==> config.mk <==
export PLATFORM = sky130hd
export DESIGN_NAME = mjpeg_http_part_deframer_unit
export DESIGN_NICKNAME = d
export VERILOG_FILES = /design/src/sv/mhpd_pkg.sv /design/src/sv/mhpd_core.sv /design/src/sv/mjpeg_http_part_deframer_unit.sv
export VERILOG_INCLUDE_DIRS = /design/src /design/src/sv
export SDC_FILE = /design/constraint.sdc
export NUM_CORES = 1
export LEC_CHECK = 0
export BUFFER_PORTS_ARGS = -buffer_cell sky130_fd_sc_hd__buf_4
export CAP_MARGIN = 20
export CORE_MARGIN = 8
export CORE_UTILIZATION = 45
export CTS_BUF_LIST = sky130_fd_sc_hd__clkbuf_2 sky130_fd_sc_hd__clkbuf_4 sky130_fd_sc_hd__clkbuf_8
export DETAILED_ROUTE_END_ITERATION = 8
export PLACE_DENSITY_LB_ADDON = 0.2
export SYNTH_ARGS = -nofsm -noshare
export SYNTH_HDL_FRONTEND = slang
export SYNTH_HIERARCHICAL = 1
export SYNTH_SLANG_ARGS = --single-unit
==> constraint.sdc <==
create_clock -name i_clk -period 9.33 [get_ports i_clk]
set_input_delay 0 -clock i_clk [delete_from_list [all_inputs] [get_ports i_clk]]
set_output_delay 0 -clock i_clk [all_outputs]
set_load 0.01 [all_outputs]
==> src/sv/mjpeg_http_part_deframer_unit_macros.svh <==
// assertion macros shared by the deframer rtl
`ifndef MJPEG_HTTP_PART_DEFRAMER_UNIT_MACROS_SVH
`define MJPEG_HTTP_PART_DEFRAMER_UNIT_MACROS_SVH

// same-cycle implication, disabled while reset is low
`define MHPD_ASSERT_IMPLY(label, clk, rst_n, ante, cons) \
    label: assert property (@(posedge clk) disable iff (!(rst_n)) (ante) |-> (cons)) \
        else $error("mhpd implication check failed");

// next-cycle implication, disabled while reset is low
`define MHPD_ASSERT_NEXT(label, clk, rst_n, ante, cons) \
    label: assert property (@(posedge clk) disable iff (!(rst_n)) (ante) |=> (cons)) \
        else $error("mhpd next-cycle check failed");

`endif

==> src/sv/mhpd_pkg.sv <==
// shared result kinds and the result struct of the deframer
`default_nettype none

package mhpd_pkg;

    // result kinds
    localparam logic [1:0] KIND_PAYLOAD  = 2'd0;
    localparam logic [1:0] KIND_EMPTY    = 2'd1;
    localparam logic [1:0] KIND_NO_LEN   = 2'd2;
    localparam logic [1:0] KIND_NEG_LEN  = 2'd3;

    // one result word from the parser core
    typedef struct packed {
        logic       valid;
        logic [1:0] kind;
        logic [7:0] data;
        logic       last;
    } t_result;

endpackage

`default_nettype wire

==> src/sv/mhpd_core.sv <==
// header parser and payload counter: state registers and next-state logic
`default_nettype none

module mhpd_core #(
    parameter int LENGTH_WIDTH = 31
) (
    input  wire logic             i_clk,
    input  wire logic             i_rst_n,
    input  wire logic             i_advance,
    input  wire logic [7:0]       i_byte,
    output mhpd_pkg::t_result     o_result
);

    localparam int LW = LENGTH_WIDTH;
    localparam int WW = LENGTH_WIDTH + 4;

    // phase codes
    localparam logic [2:0] PH_KEY      = 3'd0;
    localparam logic [2:0] PH_VALUE    = 3'd1;
    localparam logic [2:0] PH_SKIPLINE = 3'd2;
    localparam logic [2:0] PH_PAYLOAD  = 3'd3;
    localparam logic [2:0] PH_STOPPED  = 3'd4;

    // value parser codes
    localparam logic [2:0] VS_SKIP   = 3'd0;
    localparam logic [2:0] VS_SPACE  = 3'd1;
    localparam logic [2:0] VS_SIGN   = 3'd2;
    localparam logic [2:0] VS_DIGITS = 3'd3;
    localparam logic [2:0] VS_DONE   = 3'd4;

    localparam logic [3:0] KEY_LEN = 4'd14;

    localparam logic [7:0] CH_LF    = 8'h0A;
    localparam logic [7:0] CH_CR    = 8'h0D;
    localparam logic [7:0] CH_COLON = 8'h3A;
    localparam logic [7:0] CH_PLUS  = 8'h2B;
    localparam logic [7:0] CH_MINUS = 8'h2D;
    localparam logic [7:0] CH_SPACE = 8'h20;
    localparam logic [7:0] CH_TAB   = 8'h09;
    localparam logic [7:0] CH_VT    = 8'h0B;
    localparam logic [7:0] CH_FF    = 8'h0C;
    localparam logic [7:0] CH_ZERO  = 8'h30;
    localparam logic [7:0] CH_NINE  = 8'h39;

    // header key text, one character per position
    function automatic logic [7:0] key_char(input logic [3:0] pos);
        logic [7:0] c;
        unique case (pos)
            4'd0:    c = 8'h43; // C
            4'd1:    c = 8'h6F; // o
            4'd2:    c = 8'h6E; // n
            4'd3:    c = 8'h74; // t
            4'd4:    c = 8'h65; // e
            4'd5:    c = 8'h6E; // n
            4'd6:    c = 8'h74; // t
            4'd7:    c = 8'h2D; // -
            4'd8:    c = 8'h4C; // L
            4'd9:    c = 8'h65; // e
            4'd10:   c = 8'h6E; // n
            4'd11:   c = 8'h67; // g
            4'd12:   c = 8'h74; // t
            4'd13:   c = 8'h68; // h
            default: c = 8'h00;
        endcase
        return c;
    endfunction

    logic [2:0]    r_phase,    n_phase;
    logic [3:0]    r_key_pos,  n_key_pos;
    logic          r_key_ok,   n_key_ok;
    logic          r_len_found, n_len_found;
    logic [2:0]    r_vsub,     n_vsub;
    logic          r_neg,      n_neg;
    logic [LW-1:0] r_acc,      n_acc;
    logic [1:0]    r_term,     n_term;
    logic [LW-1:0] r_remain,   n_remain;

    logic          w_is_digit;
    logic          w_is_space;
    logic [WW-1:0] w_acc_wide;
    logic [LW-1:0] w_acc_sat;
    logic [LW-1:0] w_remain_dec;
    logic          w_do_digit;
    logic          w_done;
    logic          w_restart;
    mhpd_pkg::t_result w_res;

    // character classes
    assign w_is_digit = (i_byte >= CH_ZERO) && (i_byte <= CH_NINE);
    assign w_is_space = (i_byte == CH_SPACE) || (i_byte == CH_TAB) || (i_byte == CH_VT)
                     || (i_byte == CH_FF) || (i_byte == CH_CR);

    // acc * 10 + digit with saturation at all ones
    assign w_acc_wide = ({4'b0000, r_acc} << 3) + ({4'b0000, r_acc} << 1)
                      + {{(WW-4){1'b0}}, i_byte[3:0]};
    assign w_acc_sat  = (|w_acc_wide[WW-1:LW]) ? {LW{1'b1}} : w_acc_wide[LW-1:0];

    assign w_remain_dec = r_remain - {{(LW-1){1'b0}}, 1'b1};

    // next-state and result logic for the byte at the input
    always_comb begin
        n_phase     = r_phase;
        n_key_pos   = r_key_pos;
        n_key_ok    = r_key_ok;
        n_len_found = r_len_found;
        n_vsub      = r_vsub;
        n_neg       = r_neg;
        n_acc       = r_acc;
        n_term      = r_term;
        n_remain    = r_remain;
        w_do_digit  = 1'b0;
        w_done      = 1'b0;
        w_restart   = 1'b0;
        w_res       = '0;

        unique case (r_phase)
            PH_STOPPED: begin
            end
            PH_PAYLOAD: begin
                n_remain   = w_remain_dec;
                w_res.valid = 1'b1;
                w_res.kind  = mhpd_pkg::KIND_PAYLOAD;
                w_res.data  = i_byte;
                w_res.last  = (w_remain_dec == '0);
                w_restart   = (w_remain_dec == '0);
            end
            default: begin
                // line parsing
                if (i_byte == CH_LF) begin
                    n_phase   = PH_KEY;
                    n_key_pos = 4'd0;
                    n_key_ok  = 1'b1;
                end else if (r_phase == PH_KEY) begin
                    if (i_byte == CH_COLON) begin
                        if (r_key_ok && (r_key_pos == KEY_LEN) && !r_len_found) begin
                            n_phase     = PH_VALUE;
                            n_len_found = 1'b1;
                            n_vsub      = VS_SKIP;
                            n_neg       = 1'b0;
                            n_acc       = '0;
                        end else begin
                            n_phase = PH_SKIPLINE;
                        end
                    end else if (r_key_ok && (r_key_pos < KEY_LEN)
                                 && (i_byte == key_char(r_key_pos))) begin
                        n_key_pos = r_key_pos + 4'd1;
                    end else begin
                        n_key_ok = 1'b0;
                    end
                end else if (r_phase == PH_VALUE) begin
                    unique case (r_vsub)
                        VS_SKIP: n_vsub = VS_SPACE;
                        VS_SPACE: begin
                            if (w_is_space) begin
                                n_vsub = r_vsub;
                            end else if ((i_byte == CH_PLUS) || (i_byte == CH_MINUS)) begin
                                n_neg  = (i_byte == CH_MINUS);
                                n_vsub = VS_SIGN;
                            end else begin
                                w_do_digit = 1'b1;
                            end
                        end
                        VS_SIGN, VS_DIGITS: w_do_digit = 1'b1;
                        default: n_vsub = r_vsub;
                    endcase
                    if (w_do_digit) begin
                        if (w_is_digit) begin
                            n_acc  = w_acc_sat;
                            n_vsub = VS_DIGITS;
                        end else begin
                            n_vsub = VS_DONE;
                        end
                    end
                end

                // cr lf cr lf tracking
                if (i_byte == CH_CR) begin
                    n_term = (r_term == 2'd2) ? 2'd3 : 2'd1;
                end else if (i_byte == CH_LF) begin
                    w_done = (r_term == 2'd3);
                    n_term = (r_term == 2'd1) ? 2'd2 : 2'd0;
                end else begin
                    n_term = 2'd0;
                end

                // header end decision
                if (w_done) begin
                    w_res.valid = 1'b1;
                    if (!r_len_found) begin
                        n_phase    = PH_STOPPED;
                        w_res.kind = mhpd_pkg::KIND_NO_LEN;
                    end else if (r_acc == '0) begin
                        w_restart  = 1'b1;
                        w_res.kind = mhpd_pkg::KIND_EMPTY;
                        w_res.last = 1'b1;
                    end else if (r_neg) begin
                        n_phase    = PH_STOPPED;
                        w_res.kind = mhpd_pkg::KIND_NEG_LEN;
                    end else begin
                        w_res.valid = 1'b0;
                        n_remain    = r_acc;
                        n_phase     = PH_PAYLOAD;
                    end
                end
            end
        endcase

        // fresh header state
        if (w_restart) begin
            n_phase     = PH_KEY;
            n_key_pos   = 4'd0;
            n_key_ok    = 1'b1;
            n_len_found = 1'b0;
            n_vsub      = VS_SKIP;
            n_neg       = 1'b0;
            n_acc       = '0;
            n_term      = 2'd0;
        end
    end

    assign o_result = w_res;

    // state registers, advanced once per consumed byte
    always_ff @(posedge i_clk) begin
        if (!i_rst_n) begin
            r_phase     <= PH_KEY;
            r_key_pos   <= 4'd0;
            r_key_ok    <= 1'b1;
            r_len_found <= 1'b0;
            r_vsub      <= VS_SKIP;
            r_neg       <= 1'b0;
            r_acc       <= '0;
            r_term      <= 2'd0;
            r_remain    <= '0;
        end else if (i_advance) begin
            r_phase     <= n_phase;
            r_key_pos   <= n_key_pos;
            r_key_ok    <= n_key_ok;
            r_len_found <= n_len_found;
            r_vsub      <= n_vsub;
            r_neg       <= n_neg;
            r_acc       <= n_acc;
            r_term      <= n_term;
            r_remain    <= n_remain;
        end
    end

endmodule

`default_nettype wire

==> src/sv/mjpeg_http_part_deframer_unit.sv <==
// top level of the multipart deframer: input register, parser core, output register
//
//   channel   dir   handshake                     contents
//   s_axis    in    s_axis_tvalid/s_axis_tready   tdata[7:0] in_byte
//   m_axis    out   m_axis_tvalid/m_axis_tready   tdata data_byte, tuser kind, tlast
//
// one byte per cycle sustained unless a full output register stalls a result; a byte is held
// in the input register until consumed, and its result (if any) then goes to the output register.
// the per-byte state update (key match, times-ten accumulate, length count)
// is combinational logic between those two registers.
// synchronous active-low reset returns to the start of a header, no clearing pass.
// a full output register stalls only bytes that produce a result.
`default_nettype none

module mjpeg_http_part_deframer_unit #(
    parameter int LENGTH_WIDTH = 31
) (
    input  wire logic       i_clk,
    input  wire logic       i_rst_n,
    input  wire logic       s_axis_tvalid,
    output logic            s_axis_tready,
    input  wire logic [7:0] s_axis_tdata,   // [7:0] in_byte
    output logic            m_axis_tvalid,
    input  wire logic       m_axis_tready,
    output logic [7:0]      m_axis_tdata,   // [7:0] data_byte
    output logic [1:0]      m_axis_tuser,   // [1:0] kind
    output logic            m_axis_tlast
);

    `include "mjpeg_http_part_deframer_unit_macros.svh"

    logic       r_in_valid;
    logic [7:0] r_in_byte;
    logic       r_out_valid;
    logic [1:0] r_out_kind;
    logic [7:0] r_out_data;
    logic       r_out_last;

    logic              w_out_free;
    logic              w_fire;
    mhpd_pkg::t_result w_res;

    // parser core
    mhpd_core #(
        .LENGTH_WIDTH (LENGTH_WIDTH)
    ) u_core (
        .i_clk     (i_clk),
        .i_rst_n   (i_rst_n),
        .i_advance (w_fire),
        .i_byte    (r_in_byte),
        .o_result  (w_res)
    );

    // consume the held byte when it has no result or its result has a place to go
    assign w_out_free    = !r_out_valid || m_axis_tready;
    assign w_fire        = r_in_valid && (w_out_free || !w_res.valid);
    assign s_axis_tready = !r_in_valid || w_fire;

    // input register
    always_ff @(posedge i_clk) begin
        if (!i_rst_n) begin
            r_in_valid <= 1'b0;
        end else if (s_axis_tvalid && s_axis_tready) begin
            r_in_valid <= 1'b1;
        end else if (w_fire) begin
            r_in_valid <= 1'b0;
        end
    end

    always_ff @(posedge i_clk) begin
        if (s_axis_tvalid && s_axis_tready) begin
            r_in_byte <= s_axis_tdata;
        end
    end

    // output register
    always_ff @(posedge i_clk) begin
        if (!i_rst_n) begin
            r_out_valid <= 1'b0;
        end else if (w_out_free) begin
            r_out_valid <= w_fire && w_res.valid;
        end
    end

    always_ff @(posedge i_clk) begin
        if (w_fire && w_res.valid) begin
            r_out_kind <= w_res.kind;
            r_out_data <= w_res.data;
            r_out_last <= w_res.last;
        end
    end

    assign m_axis_tvalid = r_out_valid;
    assign m_axis_tdata  = r_out_data;
    assign m_axis_tuser  = r_out_kind;
    assign m_axis_tlast  = r_out_last;

    // checks
    `MHPD_ASSERT_IMPLY(a_data_zero, i_clk, i_rst_n,
        m_axis_tvalid && (m_axis_tuser != mhpd_pkg::KIND_PAYLOAD), m_axis_tdata == 8'h00)
    `MHPD_ASSERT_IMPLY(a_empty_last, i_clk, i_rst_n,
        m_axis_tvalid && (m_axis_tuser == mhpd_pkg::KIND_EMPTY), m_axis_tlast)
    `MHPD_ASSERT_NEXT(a_stop_silent, i_clk, i_rst_n,
        m_axis_tvalid && m_axis_tready
            && ((m_axis_tuser == mhpd_pkg::KIND_NO_LEN)
                || (m_axis_tuser == mhpd_pkg::KIND_NEG_LEN)),
        !m_axis_tvalid)
    `MHPD_ASSERT_IMPLY(a_drain_ready, i_clk, i_rst_n,
        r_in_valid && !r_out_valid, s_axis_tready)

endmodule

`default_nettype wire

==> impl_results.html, run 1 <==
<table>
<tr><th>Metric</th><th>Value</th></tr>
<tr><th colspan="2">Run status</th></tr>
<tr><td>Result of the run</td><td>complete, no violations</td></tr>
<tr><th colspan="2">STA</th></tr>
<tr><td>Setup repair after global routing missed its margin</td><td>false</td></tr>
<tr><td>Final setup violating endpoints</td><td>0</td></tr>
<tr><td>Fin Hold WS</td><td>325.5 ps</td></tr>
<tr><td>Highest attainable clock frequency</td><td>0.2002 GHz</td></tr>
<tr><td>Final Critical Period</td><td>4996 ps</td></tr>
<tr><td>Worst clock skew on the final layout</td><td>12.84 ps</td></tr>
<tr><td>Final total negative setup slack</td><td>0 ps</td></tr>
<tr><td>Final hold violation count</td><td>0</td></tr>
<tr><td>Actual slew at the worst max-slew pin</td><td>1063 ps</td></tr>
<tr><td>Max-slew headroom</td><td>28.38%</td></tr>
<tr><td>Number of slew-limit violations in the final report</td><td>0</td></tr>
<tr><td>Share of the clock period used by the worst path after layout</td><td>53.55%</td></tr>
<tr><th colspan="2">Power</th></tr>
<tr><td>Pwr dens</td><td>90.90 nW/µm²</td></tr>
<tr><td>Sw frac</td><td>24.43%</td></tr>
<tr><td>Net switching power</td><td>0.0001969 W</td></tr>
<tr><td>Peak ir drop on the vdd network</td><td>56.43 µV</td></tr>
<tr><td>Internal power</td><td>0.0006088 W</td></tr>
<tr><td>Fraction of power consumed by sequential logic</td><td>58.5%</td></tr>
<tr><td>Proportion of power drawn by combinational gates</td><td>4.6%</td></tr>
<tr><td>Relative contribution of the clock network to total power</td><td>36.8%</td></tr>
<tr><td>Leakage Power</td><td>3.680 nW</td></tr>
<tr><th colspan="2">Global routing</th></tr>
<tr><td>GRT Util Overall</td><td>20.36%</td></tr>
<tr><td>Initial antenna violation count</td><td>0</td></tr>
<tr><td>Vias in the first global route</td><td>7052</td></tr>
<tr><td>Maximum number of pins on one net before global-route repair</td><td>59</td></tr>
<tr><td>Total congestion overflow after global routing</td><td>0</td></tr>
<tr><td>First-pass GRT wire length</td><td>37.50 mm</td></tr>
<tr><th colspan="2">Floorplan</th></tr>
<tr><td>Number of I/O pins</td><td>25</td></tr>
<tr><td>Total die area</td><td>22930 µm²</td></tr>
<tr><td>Effective utilization at floorplan</td><td>45.94%</td></tr>
<tr><td>Vertical die dimension</td><td>151.4 µm</td></tr>
<tr><td>Die X</td><td>151.4 µm</td></tr>
<tr><td>Site row count</td><td>49</td></tr>
<tr><td>Core Area</td><td>17960 µm²</td></tr>
<tr><th colspan="2">Cells and area</th></tr>
<tr><td>Proportion of layout cells with a drive suffix above 1</td><td>7.317%</td></tr>
<tr><td>Sequential cell area</td><td>2292 µm²</td></tr>
<tr><td>Count of fill cells added during filler insertion</td><td>1778</td></tr>
<tr><td>Antenna diode count</td><td>0</td></tr>
<tr><td>Area Overhead vs Synth</td><td>7.398%</td></tr>
<tr><td>Layout Nets</td><td>1105</td></tr>
<tr><td>Number of standard cells in the final layout excluding fillers</td><td>1254</td></tr>
<tr><td>Area used by multi-input combinational logic</td><td>5592 µm²</td></tr>
<tr><th colspan="2">Worst setup path</th></tr>
<tr><td>Worst EP arrival</td><td>5280 ps</td></tr>
<tr><td>CP max FO</td><td>17</td></tr>
<tr><td>Element type at the critical path end</td><td>flop</td></tr>
<tr><td>Startpoint type of the worst setup path</td><td>flop</td></tr>
<tr><td>Required @ worst endpoint</td><td>9620 ps</td></tr>
<tr><td>Crit path kind</td><td>flop to flop</td></tr>
<tr><th colspan="2">Synth</th></tr>
<tr><td>Synthesized netlist cell count</td><td>1024</td></tr>
<tr><td>Net Count, Synth</td><td>1109</td></tr>
<tr><td>Most instantiated flip-flop cell in the synthesis netlist</td><td>dfxtp_1</td></tr>
<tr><td>EDFF count, synth</td><td>19</td></tr>
<tr><td>Part of the Yosys area used for sequential elements</td><td>27.77%</td></tr>
<tr><td>Syn_area_per_cell</td><td>8.059 µm²</td></tr>
<tr><td>Mapped cell area</td><td>8253 µm²</td></tr>
<tr><td>Post-synthesis async set-or-reset flop share</td><td>0%</td></tr>
<tr><td>Synth warn</td><td>6</td></tr>
<tr><td>Count of state elements after synthesis</td><td>105</td></tr>
<tr><td>Number of distinct library cells after synthesis</td><td>89</td></tr>
<tr><th colspan="2">Clock tree</th></tr>
<tr><td>Max H-tree Level</td><td>3</td></tr>
<tr><td>Post-CTS Repair Setup Buffers</td><td>0</td></tr>
<tr><td>Maximum number of buffers from clock root to sink</td><td>2</td></tr>
<tr><td>Clk sinks</td><td>105</td></tr>
<tr><td>Clock slew seen by the registers of the worst setup and hold paths</td><td>100 ps</td></tr>
<tr><td>Clock buffers created by TritonCTS</td><td>9</td></tr>
<tr><td>Root buffer cell</td><td>clkbuf_8</td></tr>
<tr><td>Clock latency of the later-clocked register in the worst-skew pair</td><td>390 ps</td></tr>
<tr><td>CTS tree</td><td>built</td></tr>
<tr><th colspan="2">Detailed routing</th></tr>
<tr><td>Per-cell routed wire length</td><td>18.54 µm</td></tr>
<tr><td>Drt first pass iters</td><td>5</td></tr>
<tr><td>Number of nets with antenna violations after routing</td><td>0</td></tr>
<tr><td>Total length of routed wires</td><td>23.25 mm</td></tr>
<tr><td>DRC violations left</td><td>0</td></tr>
<tr><td>Vias per cell</td><td>6.334</td></tr>
<tr><td>Initial drt markers</td><td>773</td></tr>
<tr><td>Detailed-route via count</td><td>7943</td></tr>
<tr><th colspan="2">Place</th></tr>
<tr><td># port buffers</td><td>24</td></tr>
<tr><td>Weighted congestion at the end of routability-driven global placement</td><td>0.8880</td></tr>
<tr><td>Placed wire-length estimate after detailed placement</td><td>17.00 mm</td></tr>
<tr><td>Cell count after placement</td><td>1224</td></tr>
<tr><th colspan="2">Min path</th></tr>
<tr><td>Worst hold-check path type</td><td>input port to flop</td></tr>
<tr><th colspan="2">Run</th></tr>
<tr><td>Count of max-cap constraint violations</td><td>0</td></tr>
</table>
==> power by group through the flow <==
stage	Combinational (W)	Sequential (W)	Clock (W)
6_report	0.0000374	0.000472	0.000297
5_1_grt	0.0000407	0.000473	0.000322
4_1_cts	0.0000370	0.000471	0.000303
3_3_place_gp	0.0000334	0.000482	0
2_1_floorplan	0.0000270	0.000476	0
3_5_place_dp	0.0000330	0.000482	0
==> stage by stage <==
stage	setup WS, ps	area, µm²	utilization (%)	total power (W)
final	4334	8864	49.34	0.0008057
after floorplan	5283	8253	-	0.0005033
after CTS	4140	8851	49.27	0.0008116
after global routing	3804	8864	49.34	0.0008351
after detailed placement	4191	8523	47.45	0.0005150
after global placement	4151	8523	47.45	0.0005149
==> final timing paths <==
check / start / end / slack, ps / depth (start not counted)
hold reg to reg: u_core/r_remain[30] / u_core/r_remain[30] / 490 / 2
setup / recovery: r_in_byte[2] / flop / 4330 / 18
hold / removal: s_axis_tdata[3] / r_in_byte[3] / 330 / 2
setup reg to reg: r_in_byte[2] / flop / 4330 / 18
==> Yosys cell counts (15+ instances only) <==
cell | count | area, µm²
nor2_1 | 103 | 386.6
dfxtp_1 | 86 | 1722
ha_1 | 71 | 888.4
o21ai_0 | 71 | 355.3
nand2_1 | 69 | 259.0
a21oi_1 | 66 | 330.3
clkbuf_1 | 49 | 183.9
nor3_1 | 34 | 170.2
nand3_1 | 32 | 160.2
a22o_1 | 30 | 262.8
inv_1 | 30 | 112.6
o211ai_1 | 25 | 187.7
xnor2_1 | 22 | 192.7
edfxtp_1 | 19 | 570.6
nor4_1 | 19 | 118.9
or3_1 | 17 | 106.4
nand4_1 | 16 | 100.1
a31oi_1 | 15 | 93.84
==> timing repair <==
| item | CTS | global route |
|---|---|---|
| resized for setup | 0 | 0 |
| endpoints found under the hold margin | 18 | 0 |
| hold buffers | 13 | 0 |
==> sequential cells by signal (all words and copies together), names as in the netlist, 2 cells and up, named ones only <==
signal,flops
u_core/r_key_pos,4
u_core/r_acc,31
u_core/r_vsub,3
m_axis_tdata,8
u_core/r_remain,31
m_axis_tuser,2
r_in_byte,8
u_core/r_term,2
u_core/r_phase,3
==> cell usage in the layout, fill, tap and decap left out, drive strengths merged, types with 10 or more instances in the layout <==
cell type / synthesis / final
nand3: 32 / 32
nor3: 35 / 35
o211ai: 25 / 25
inv: 32 / 35
edfxtp: 19 / 19
xnor2: 22 / 22
a22o: 30 / 30
dlygate4sd3: 0 / 13
nand4: 16 / 16
nand2b: 11 / 11
a31oi: 16 / 16
and2: 14 / 14
nor4: 21 / 21
dfxtp: 86 / 86
ha: 71 / 71
buf: 11 / 31
or3: 17 / 17
a21o: 11 / 11
a21oi: 68 / 68
clkbuf: 49 / 10
or4: 14 / 14
nor2: 103 / 103
xor2: 13 / 13
o21ai: 75 / 75
nand2: 70 / 70
==> logic make-up (layout without fill, tap and decap cells) <==
| logic type | count (synthesis) | after routing | synth area share (%) |
|---|---|---|---|
| xor+xnor | 35 | 35 | 3.714 |
| fa+ha+maj | 74 | 74 | 11.37 |
| mux | 8 | 8 | 0.9855 |
| flops | 105 | 105 | 27.77 |
| buf+inv | 92 | 93 | 4.639 |
| compound gates | 331 | 331 | 27.47 |
| simple gates | 379 | 379 | 24.04 |
==> routing by layer <==
metal	track usage, %	wire [µm]	up-vias
li1	-	-	3894
met1	30.71	11560	3742
met2	29.49	9872	282
met3	2.719	1435	25
met4	5.294	379	0
met5	0	0	-
==> final cells by class <==
type | count | area share [%]
clock buffers | 10 | 1.482
clock inverters | 6 | 0.7482
inverters | 32 | 1.355
multi-input cells | 827 | 63.09
flip-flops and latches | 105 | 25.86
well taps | 229 | 3.233
repair buffers | 45 | 4.235
==> worst max-delay path, cell delays in order (launching register included) <==
cell	delay (ps)
edfxtp_1	570
nand4bb_1	400
nor3_1	500
and3_1	260
nand3_1	80
nand2_1	160
a21boi_1	90
buf_4	210
nor4b_1	160
o21ai_0	110
nor4_1	80
o21ai_0	830
nor2_1	100
a31oi_2	290
a31o_2	300
inv_2	80
ha_1	230
o211a_1	230
a211o_1	220
Power figures use the tool's default switching activity.
==> run 2: changes to the inputs <==
- clock period: 9.33 -> 4.2 ns (I/O delays scaled with it)
==> impl_results.html, run 2 (synthesized netlist as in run 1, its figures left out) <==
<table>
<tr><th>Metric</th><th>Value</th></tr>
<tr><th colspan="2">Detailed routing</th></tr>
<tr><td>Highest signal layer in the routed design</td><td>met4</td></tr>
<tr><td>Vias per cell</td><td>6.136 (-3.1%)</td></tr>
<tr><td>Detailed-routing wirelength on met1</td><td>11.54 mm (-0.23%)</td></tr>
<tr><td>Per-cell routed wire length</td><td>18.04 µm (-2.7%)</td></tr>
<tr><td>Drt first pass iters</td><td>5 (unchanged)</td></tr>
<tr><td>Detailed-route via count</td><td>7977 (+0.43%)</td></tr>
<tr><td>Initial drt markers</td><td>756 (-2.2%)</td></tr>
<tr><td>Met3 layer wire length in the routed design</td><td>1.233 mm (-14%)</td></tr>
<tr><td>DRC violations left</td><td>0 (unchanged)</td></tr>
<tr><td>Number of nets with antenna violations after routing</td><td>0 (unchanged)</td></tr>
<tr><td>Routed wl met2</td><td>10.43 mm (+5.6%)</td></tr>
<tr><td>Total length of routed wires</td><td>23.45 mm (+0.86%)</td></tr>
<tr><th colspan="2">Power</th></tr>
<tr><td>Pwr dens</td><td>190.5 nW/µm² (+110%)</td></tr>
<tr><td>Leakage Power</td><td>3.923 nW (+6.6%)</td></tr>
<tr><td>Peak ir drop on the vdd network</td><td>204.2 µV (+260%)</td></tr>
<tr><th colspan="2">Global routing</th></tr>
<tr><td>First-pass GRT wire length</td><td>37.81 mm (+0.81%)</td></tr>
<tr><td>Total congestion overflow after global routing</td><td>0 (unchanged)</td></tr>
<tr><td>Maximum number of pins on one net before global-route repair</td><td>57 (-3.4%)</td></tr>
<tr><td>GRT Util Overall</td><td>20.44% (+0.078 points)</td></tr>
<tr><td>Initial antenna violation count</td><td>0 (unchanged)</td></tr>
<tr><td>Vias in the first global route</td><td>7156 (+1.5%)</td></tr>
<tr><th colspan="2">Clock tree</th></tr>
<tr><td>Clock slew seen by the registers of the worst setup and hold paths</td><td>110 ps (about the same)</td></tr>
<tr><td>Maximum number of buffers from clock root to sink</td><td>2 (unchanged)</td></tr>
<tr><td>CTS tree</td><td>built</td></tr>
<tr><td>Post-CTS Repair Setup Buffers</td><td>0 (unchanged)</td></tr>
<tr><td>Clk sinks</td><td>105 (unchanged)</td></tr>
<tr><td>Clock latency of the later-clocked register in the worst-skew pair</td><td>400 ps (about the same)</td></tr>
<tr><td>Max H-tree Level</td><td>3 (unchanged)</td></tr>
<tr><td>Root buffer cell</td><td>clkbuf_8</td></tr>
<tr><td>Clock buffers created by TritonCTS</td><td>9 (unchanged)</td></tr>
<tr><th colspan="2">Worst setup path</th></tr>
<tr><td>Most used cell, CP</td><td>o21ai_0</td></tr>
<tr><td>Longest individual stage delay on the worst path</td><td>550 ps (-280 ps)</td></tr>
<tr><td>Category of cells accounting for the largest share of critical-path delay</td><td>compound AO/OA/AOI/OAI gates</td></tr>
<tr><td>Worst EP arrival</td><td>4280 ps (-1000 ps)</td></tr>
<tr><td>Slowest cell on crit path</td><td>fa_1</td></tr>
<tr><td>Launch point of the critical path</td><td>r_in_byte[3]</td></tr>
<tr><td>Source of the worst register-to-register timing path</td><td>r_in_byte[3]</td></tr>
<tr><td>Buf+Inv Stages, Crit Path</td><td>1 (-1)</td></tr>
<tr><td>Crit path kind</td><td>flop to flop</td></tr>
<tr><td>Element type at the critical path end</td><td>flop</td></tr>
<tr><td>CP max FO</td><td>20 (+3)</td></tr>
<tr><td>Critical Path, Cell by Cell</td><td>fa_1 &gt; ha_1 &gt; a211oi_1 &gt; o21ai_0 &gt; nand4_1 &gt; a31oi_1 &gt; a2111oi_4 &gt; o31ai_1 &gt; a211oi_2 &gt; buf_4 &gt; o21ai_0 &gt; a221o_1</td></tr>
<tr><td>Required @ worst endpoint</td><td>4490 ps (-5130 ps)</td></tr>
<tr><td>Startpoint type of the worst setup path</td><td>flop</td></tr>
<tr><th colspan="2">Floorplan</th></tr>
<tr><td>Vertical die dimension</td><td>151.4 µm (unchanged)</td></tr>
<tr><td>Die X</td><td>151.4 µm (unchanged)</td></tr>
<tr><td>Total die area</td><td>22930 µm² (unchanged)</td></tr>
<tr><td>Site row count</td><td>49 (unchanged)</td></tr>
<tr><td>Effective utilization at floorplan</td><td>45.94% (unchanged)</td></tr>
<tr><td>Core Area</td><td>17960 µm² (unchanged)</td></tr>
<tr><td>Number of I/O pins</td><td>25 (unchanged)</td></tr>
<tr><th colspan="2">Min path</th></tr>
<tr><td>Worst hold-check path type</td><td>input port to flop</td></tr>
<tr><td>Hold_sp</td><td>s_axis_tdata[6]</td></tr>
<tr><th colspan="2">STA</th></tr>
<tr><td>Actual slew at the worst max-slew pin</td><td>959.3 ps (-103.8 ps)</td></tr>
<tr><td>Max-slew headroom</td><td>35.81% (+7.4 points)</td></tr>
<tr><td>Share of the clock period used by the worst path after layout</td><td>95.23% (+42 points)</td></tr>
<tr><td>Highest attainable clock frequency</td><td>0.2500 GHz (+25%)</td></tr>
<tr><td>Final Critical Period</td><td>3999 ps (-996.5 ps)</td></tr>
<tr><td>Final total negative setup slack</td><td>0 ps (unchanged)</td></tr>
<tr><td>Final setup violating endpoints</td><td>0 (unchanged)</td></tr>
<tr><td>Worst clock skew on the final layout</td><td>13.04 ps (+0.2078 ps)</td></tr>
<tr><td>Final hold violation count</td><td>0 (unchanged)</td></tr>
<tr><td>Number of slew-limit violations in the final report</td><td>0 (unchanged)</td></tr>
<tr><th colspan="2">Cells and area</th></tr>
<tr><td>Antenna diode count</td><td>0 (unchanged)</td></tr>
<tr><td>End-of-flow core utilization</td><td>51.56% (+2.2 points)</td></tr>
<tr><td>Proportion of layout cells with a drive suffix above 1</td><td>12.23% (+4.9 points)</td></tr>
<tr><td>Area Overhead vs Synth</td><td>12.23%</td></tr>
<tr><td>Most frequent standard cell in the layout excluding fill and tap cells</td><td>nor2_1</td></tr>
<tr><td>Registers with the highest flip-flop counts</td><td>u_core/r_acc (31), u_core/r_remain (31)</td></tr>
<tr><td>Layout Nets</td><td>1151 (+4.2%)</td></tr>
<tr><td>Commonest cells after routing, fill and taps aside</td><td>nor2_1, dfxtp_1, buf_4</td></tr>
<tr><td>Number of standard cells in the final layout excluding fillers</td><td>1300 (+3.7%)</td></tr>
<tr><th colspan="2">Run status</th></tr>
<tr><td>Result of the run</td><td>complete, no violations</td></tr>
<tr><th colspan="2">Place</th></tr>
<tr><td>Placed wire-length estimate after detailed placement</td><td>17.53 mm (+3.1%)</td></tr>
<tr><td># port buffers</td><td>24 (unchanged)</td></tr>
<tr><td>Weighted congestion at the end of routability-driven global placement</td><td>0.9040 (+1.8%)</td></tr>
<tr><td>Cell count after placement</td><td>1271 (+3.8%)</td></tr>
<tr><th colspan="2">Run</th></tr>
<tr><td>Count of max-cap constraint violations</td><td>0 (unchanged)</td></tr>
</table>
==> run 2: changes by cell type in the layout (fill, tap and decap cells not counted), sizes merged <==
cell | before | now
buf | 31 | 78
bufinv | 1 | 0
clkbuf | 10 | 9
clkinvlp | 1 | 2
dlymetal6s2s | 1 | 0
inv | 35 | 36
==> run 2: routing by layer <==
layer	vias to the layer above	track usage, %
met4	0	5.542
met3	15	2.002
li1	3974	-
met5	-	0
met1	3765	29.88
met2	223	31.20
==> run 2: power by group <==
| part | switching, W | internal (W) |
|---|---|---|
| logic | 0.0000592 | 0.0000444 |
| clock network | 0.000395 | 0.000227 |
| registers | 0.00000823 | 0.00103 |
| total | 0.000463 | 0.00130 |
==> run 2: per-stage QoR <==
stage	total power, W	worst slack (ps)	area, µm²	hold slack (ps)
6_report	0.001765	200.5	9263	320.6
5_1_grt	0.001824	-76.16	9263	310.3
4_1_cts	0.001776	12.03	9200	294.0
3_5_place_dp	0.001152	-98.84	8876	179.3
3_3_place_gp	0.001151	-76.22	8876	179.1
2_1_floorplan	0.001118	153.3	8253	98.87
==> run 2: what timing repair did <==
item                       in CTS  in global routing
hold endpoints to repair       21                  0
pin swaps                       0                  3
gates resized for setup         2                  9
hold buffers                   13                  0
setup endpoints to repair       2                 18
==> run 2: layout make-up <==
cell class              instances  area [µm²]
clock inverters                 7       60.06
flip-flops and latches        105        2292
clock buffers                   9       123.9
well taps                     229       286.5
fillers                      1713        8701
multi-input cells             827        5664
repair buffers                 91       715.7
inverters                      32       120.1
==> run 2: path summary, 6_finish.rpt <==
check / slack, ps / cells past startpoint / end
hold / removal: 320 / 2 / r_in_byte[6]
setup reg to reg: 200 / 12 / u_core/r_acc[29]
hold reg to reg: 490 / 2 / u_core/r_remain[30]
setup / recovery: 200 / 12 / u_core/r_acc[29]
==> run 2: worst register-to-register path: cells and delay by family (launching register included) <==
| family | cells | cell delay (ps) |
|---|---|---|
| simple gates | 1 | 220 |
| compound gates | 8 | 2070 |
| fa+ha+maj | 2 | 890 |
| flops | 1 | 440 |
| buf+inv | 1 | 270 |
==> run 3: changes to the inputs <==
- CELL_PAD_IN_SITES_DETAIL_PLACEMENT: default -> 2
- CELL_PAD_IN_SITES_GLOBAL_PLACEMENT: default -> 2
- CORE_UTILIZATION: 45 -> 36
==> impl_results.html, run 3 (synthesized netlist as in run 1, its figures left out) <==
<table>
<tr><th>Metric</th><th>Value</th></tr>
<tr><th colspan="2">STA</th></tr>
<tr><td>Final worst-path setup slack</td><td>116.0 ps (-84.47 ps)</td></tr>
<tr><td>Max-slew headroom</td><td>34.30% (-1.5 points)</td></tr>
<tr><td>Final hold violation count</td><td>0 (unchanged)</td></tr>
<tr><td>Actual slew at the worst max-slew pin</td><td>985.5 ps (+26.17 ps)</td></tr>
<tr><td>Share of the clock period used by the worst path after layout</td><td>97.24% (+2.0 points)</td></tr>
<tr><td>Highest attainable clock frequency</td><td>0.2449 GHz (-2.1%)</td></tr>
<tr><td>Final Critical Period</td><td>4084 ps (+84.47 ps)</td></tr>
<tr><td>Number of slew-limit violations in the final report</td><td>0 (unchanged)</td></tr>
<tr><td>Worst clock skew on the final layout</td><td>42.85 ps (+29.81 ps)</td></tr>
<tr><td>Final total negative setup slack</td><td>0 ps (unchanged)</td></tr>
<tr><td>Final setup violating endpoints</td><td>0 (unchanged)</td></tr>
<tr><th colspan="2">Detailed routing</th></tr>
<tr><td>Number of nets with antenna violations after routing</td><td>0 (unchanged)</td></tr>
<tr><td>Vias per cell</td><td>6.176 (+0.65%)</td></tr>
<tr><td>Per-cell routed wire length</td><td>23.78 µm (+32%)</td></tr>
<tr><td>Drt first pass iters</td><td>5 (unchanged)</td></tr>
<tr><td>Total length of routed wires</td><td>33.10 mm (+41%)</td></tr>
<tr><td>Detailed-route via count</td><td>8597 (+7.8%)</td></tr>
<tr><td>DRC violations left</td><td>0 (unchanged)</td></tr>
<tr><td>Initial drt markers</td><td>564 (-25%)</td></tr>
<tr><th colspan="2">Power</th></tr>
<tr><td>Relative contribution of the clock network to total power</td><td>36.6% (+1.3 points)</td></tr>
<tr><td>Peak ir drop on the vdd network</td><td>159.4 µV (-22%)</td></tr>
<tr><td>Internal power</td><td>0.001321 W (+1.4%)</td></tr>
<tr><td>Net switching power</td><td>0.0005191 W (+12%)</td></tr>
<tr><td>Sw frac</td><td>28.21% (+2.0 points)</td></tr>
<tr><td>Proportion of power drawn by combinational gates</td><td>6.9% (+1.0 points)</td></tr>
<tr><td>Pwr dens</td><td>190.4 nW/µm² (about the same)</td></tr>
<tr><td>Final Power</td><td>0.001840 W (+4.2%)</td></tr>
<tr><td>Leakage Power</td><td>4.121 nW (+5.0%)</td></tr>
<tr><td>Fraction of power consumed by sequential logic</td><td>56.5% (-2.4 points)</td></tr>
<tr><th colspan="2">Cells and area</th></tr>
<tr><td>Most frequent standard cell in the layout excluding fill and tap cells</td><td>buf_4</td></tr>
<tr><td>Count of fill cells added during filler insertion</td><td>2564 (+50%)</td></tr>
<tr><td>Layout Nets</td><td>1187 (+3.1%)</td></tr>
<tr><td>Commonest cells after routing, fill and taps aside</td><td>buf_4, nor2_1, dfxtp_1</td></tr>
<tr><td>Proportion of layout cells with a drive suffix above 1</td><td>15.18% (+2.9 points)</td></tr>
<tr><td>Registers with the highest flip-flop counts</td><td>u_core/r_acc (31), u_core/r_remain (31)</td></tr>
<tr><td>Area Overhead vs Synth</td><td>17.09%</td></tr>
<tr><td>Sequential cell area</td><td>2292 µm² (unchanged)</td></tr>
<tr><td>Number of standard cells in the final layout excluding fillers</td><td>1392 (+7.1%)</td></tr>
<tr><td>Antenna diode count</td><td>0 (unchanged)</td></tr>
<tr><td>Final design instance area without fill</td><td>9663 µm² (+4.3%)</td></tr>
<tr><td>Area used by multi-input combinational logic</td><td>5678 µm² (+0.24%)</td></tr>
<tr><th colspan="2">Min path</th></tr>
<tr><td>Hold_sp</td><td>s_axis_tdata[7]</td></tr>
<tr><td>Number of cells on the worst hold path</td><td>2 (unchanged)</td></tr>
<tr><td>Terminating pin of the worst hold path</td><td>r_in_byte[7]</td></tr>
<tr><td>Worst hold-check path type</td><td>input port to flop</td></tr>
<tr><th colspan="2">Run</th></tr>
<tr><td>Count of max-cap constraint violations</td><td>0 (unchanged)</td></tr>
<tr><th colspan="2">Clock tree</th></tr>
<tr><td>Clk sinks</td><td>105 (unchanged)</td></tr>
<tr><td>CTS tree</td><td>built</td></tr>
<tr><td>Clock latency of the later-clocked register in the worst-skew pair</td><td>430 ps (+30 ps)</td></tr>
<tr><td>Maximum number of buffers from clock root to sink</td><td>2 (unchanged)</td></tr>
<tr><td>Clock buffers created by TritonCTS</td><td>9 (unchanged)</td></tr>
<tr><td>Clock slew seen by the registers of the worst setup and hold paths</td><td>150 ps (+40 ps)</td></tr>
<tr><td>Root buffer cell</td><td>clkbuf_8</td></tr>
<tr><td>Max H-tree Level</td><td>3 (unchanged)</td></tr>
<tr><th colspan="2">Worst setup path</th></tr>
<tr><td>Worst EP arrival</td><td>4450 ps (+170 ps)</td></tr>
<tr><td>Flop-to-flop setup slack</td><td>120 ps (-80 ps)</td></tr>
<tr><td>Category of cells accounting for the largest share of critical-path delay</td><td>compound AO/OA/AOI/OAI gates</td></tr>
<tr><td>Reg2reg path depth</td><td>13 (+1)</td></tr>
<tr><td>Required @ worst endpoint</td><td>4570 ps (+80 ps)</td></tr>
<tr><td>Slowest cell on crit path</td><td>fa_1</td></tr>
<tr><td>Source of the worst register-to-register timing path</td><td>u_core/r_acc[0]</td></tr>
<tr><td>Longest individual stage delay on the worst path</td><td>520 ps (-30 ps)</td></tr>
<tr><td>Destination of the worst register-to-register timing path</td><td>u_core/r_acc[0]</td></tr>
<tr><td>CP max FO</td><td>8 (-60%)</td></tr>
<tr><td>Buf+Inv Stages, Crit Path</td><td>2 (+1)</td></tr>
<tr><td>Crit path kind</td><td>flop to flop</td></tr>
<tr><td>Critical Path, Cell by Cell</td><td>fa_1 &gt; fa_1 &gt; a211oi_2 &gt; o21ai_1 &gt; a2111oi_1 &gt; buf_4 &gt; nor3_1 &gt; or4_1 &gt; nand3_1 &gt; buf_4 &gt; nor2_1 &gt; o21ai_0 &gt; a22o_1</td></tr>
<tr><td>Element type at the critical path end</td><td>flop</td></tr>
<tr><td>Startpoint type of the worst setup path</td><td>flop</td></tr>
<tr><th colspan="2">Global routing</th></tr>
<tr><td>Met1 Use GR</td><td>28.01% (-1.9 points)</td></tr>
<tr><td>Initial antenna violation count</td><td>0 (unchanged)</td></tr>
<tr><td>First-pass GRT wire length</td><td>53.18 mm (+41%)</td></tr>
<tr><td>Most used routing layer</td><td>met2</td></tr>
<tr><td>Met2 routing resource usage after global routing</td><td>42.47% (+11 points)</td></tr>
<tr><td>Vias in the first global route</td><td>9346 (+31%)</td></tr>
<tr><td>Maximum number of pins on one net before global-route repair</td><td>57 (unchanged)</td></tr>
<tr><td>Total congestion overflow after global routing</td><td>0 (unchanged)</td></tr>
<tr><td>Met3 routing resource usage after global routing</td><td>2.422% (+0.42 points)</td></tr>
<tr><td>GRT Util Overall</td><td>23.49% (+3.0 points)</td></tr>
<tr><th colspan="2">Place</th></tr>
<tr><td>Placed wire-length estimate after detailed placement</td><td>24.17 mm (+38%)</td></tr>
<tr><td>Weighted congestion at the end of routability-driven global placement</td><td>0.8642 (-4.4%)</td></tr>
<tr><td>Cell count after placement</td><td>1357 (+6.8%)</td></tr>
<tr><td># port buffers</td><td>24 (unchanged)</td></tr>
<tr><td>Placed standard-cell area</td><td>9196 µm² (+3.6%)</td></tr>
<tr><td>Pre-CTS WS</td><td>92.78 ps (+191.6 ps)</td></tr>
<tr><th colspan="2">Floorplan</th></tr>
<tr><td>Core Area</td><td>22570 µm² (+26%)</td></tr>
<tr><td>Total die area</td><td>28030 µm² (+22%)</td></tr>
<tr><td>Die X</td><td>167.4 µm (+11%)</td></tr>
<tr><td>Vertical die dimension</td><td>167.4 µm (+11%)</td></tr>
<tr><td>Site row count</td><td>55 (+12%)</td></tr>
<tr><td>Effective utilization at floorplan</td><td>36.56% (-9.4 points)</td></tr>
<tr><td>Number of I/O pins</td><td>25 (unchanged)</td></tr>
<tr><th colspan="2">Run status</th></tr>
<tr><td>Result of the run</td><td>complete, no violations</td></tr>
</table>
==> run 3: cell count changes in the layout (fill, tap and decap cells not counted), moves of 2 or more <==
cell,delta
o21ai_1,+3
buf_12,+2
clkinvlp_4,-2
clkinv_8,+2
o21ai_0,-3
buf_4,+34
==> run 3: layer usage <==
layer | part of all wire [%] | vias up
met3 | 2.1 | 67
met1 | 44 | 4335
met2 | 51 | 143
met5 | 0 | -
li1 | - | 4052
met4 | 3.3 | 0
==> run 3: power groups by stage <==
stage / clock network [W] / registers [W] / logic [W]
after floorplan: 0 / 0.00106 / 0.0000600
after global placement: 0 / 0.00106 / 0.000101
after global routing: 0.000735 / 0.00104 / 0.000136
after CTS: 0.000681 / 0.00104 / 0.000117
after detailed placement: 0 / 0.00106 / 0.000106
final: 0.000674 / 0.00104 / 0.000126
==> run 3: worst max path at each step <==
stage                               start          endpoint  depth (start not counted)
final                     u_core/r_acc[0]   u_core/r_acc[0]                         13
after CTS                    r_in_byte[3]  u_core/r_acc[29]                         12
after global routing      u_core/r_acc[0]   u_core/r_acc[0]                         13
after detailed placement  u_core/r_acc[0]              flop                         20
after global placement       r_in_byte[3]  u_core/r_acc[29]                         12
after floorplan              r_in_byte[2]              flop                         20
==> run 3: metrics by stage <==
step | util, % | hold WS (ps)
floorplan | - | 98.87
global placement | 40.74 | 178.4
detailed placement | 40.74 | 181.5
CTS | 42.22 | 290.3
global route | 42.81 | 279.7
finish | 42.81 | 289.0
==> run 3: repair_timing <==
action,4_1_cts,5_1_grt
hold buffers,13,0
hold endpoints to repair,12,0
resized for setup,0,18
setup buffers,0,6
endpoints found under the setup margin,0,36
==> run 3: layout make-up <==
cell class,instances,area share [%]
Timing Repair Buffer,127,10.46
Clock inverter,7,0.8157
Inverter,32,1.269
Sequential cell,105,23.72
Clock buffer,9,1.282
Tap cell,285,3.690
Multi-Input combinational cell,827,58.76
==> run 3: worst reg2reg max path, stage by stage (launching register included) <==
cell and delay (ps):
dfxtp_1 510, fa_1 520, fa_1 510, a211oi_2 350
o21ai_1 150, a2111oi_1 490, buf_4 220, nor3_1 60
or4_1 470, nand3_1 160, buf_4 210, nor2_1 60
o21ai_0 120, a22o_1 210
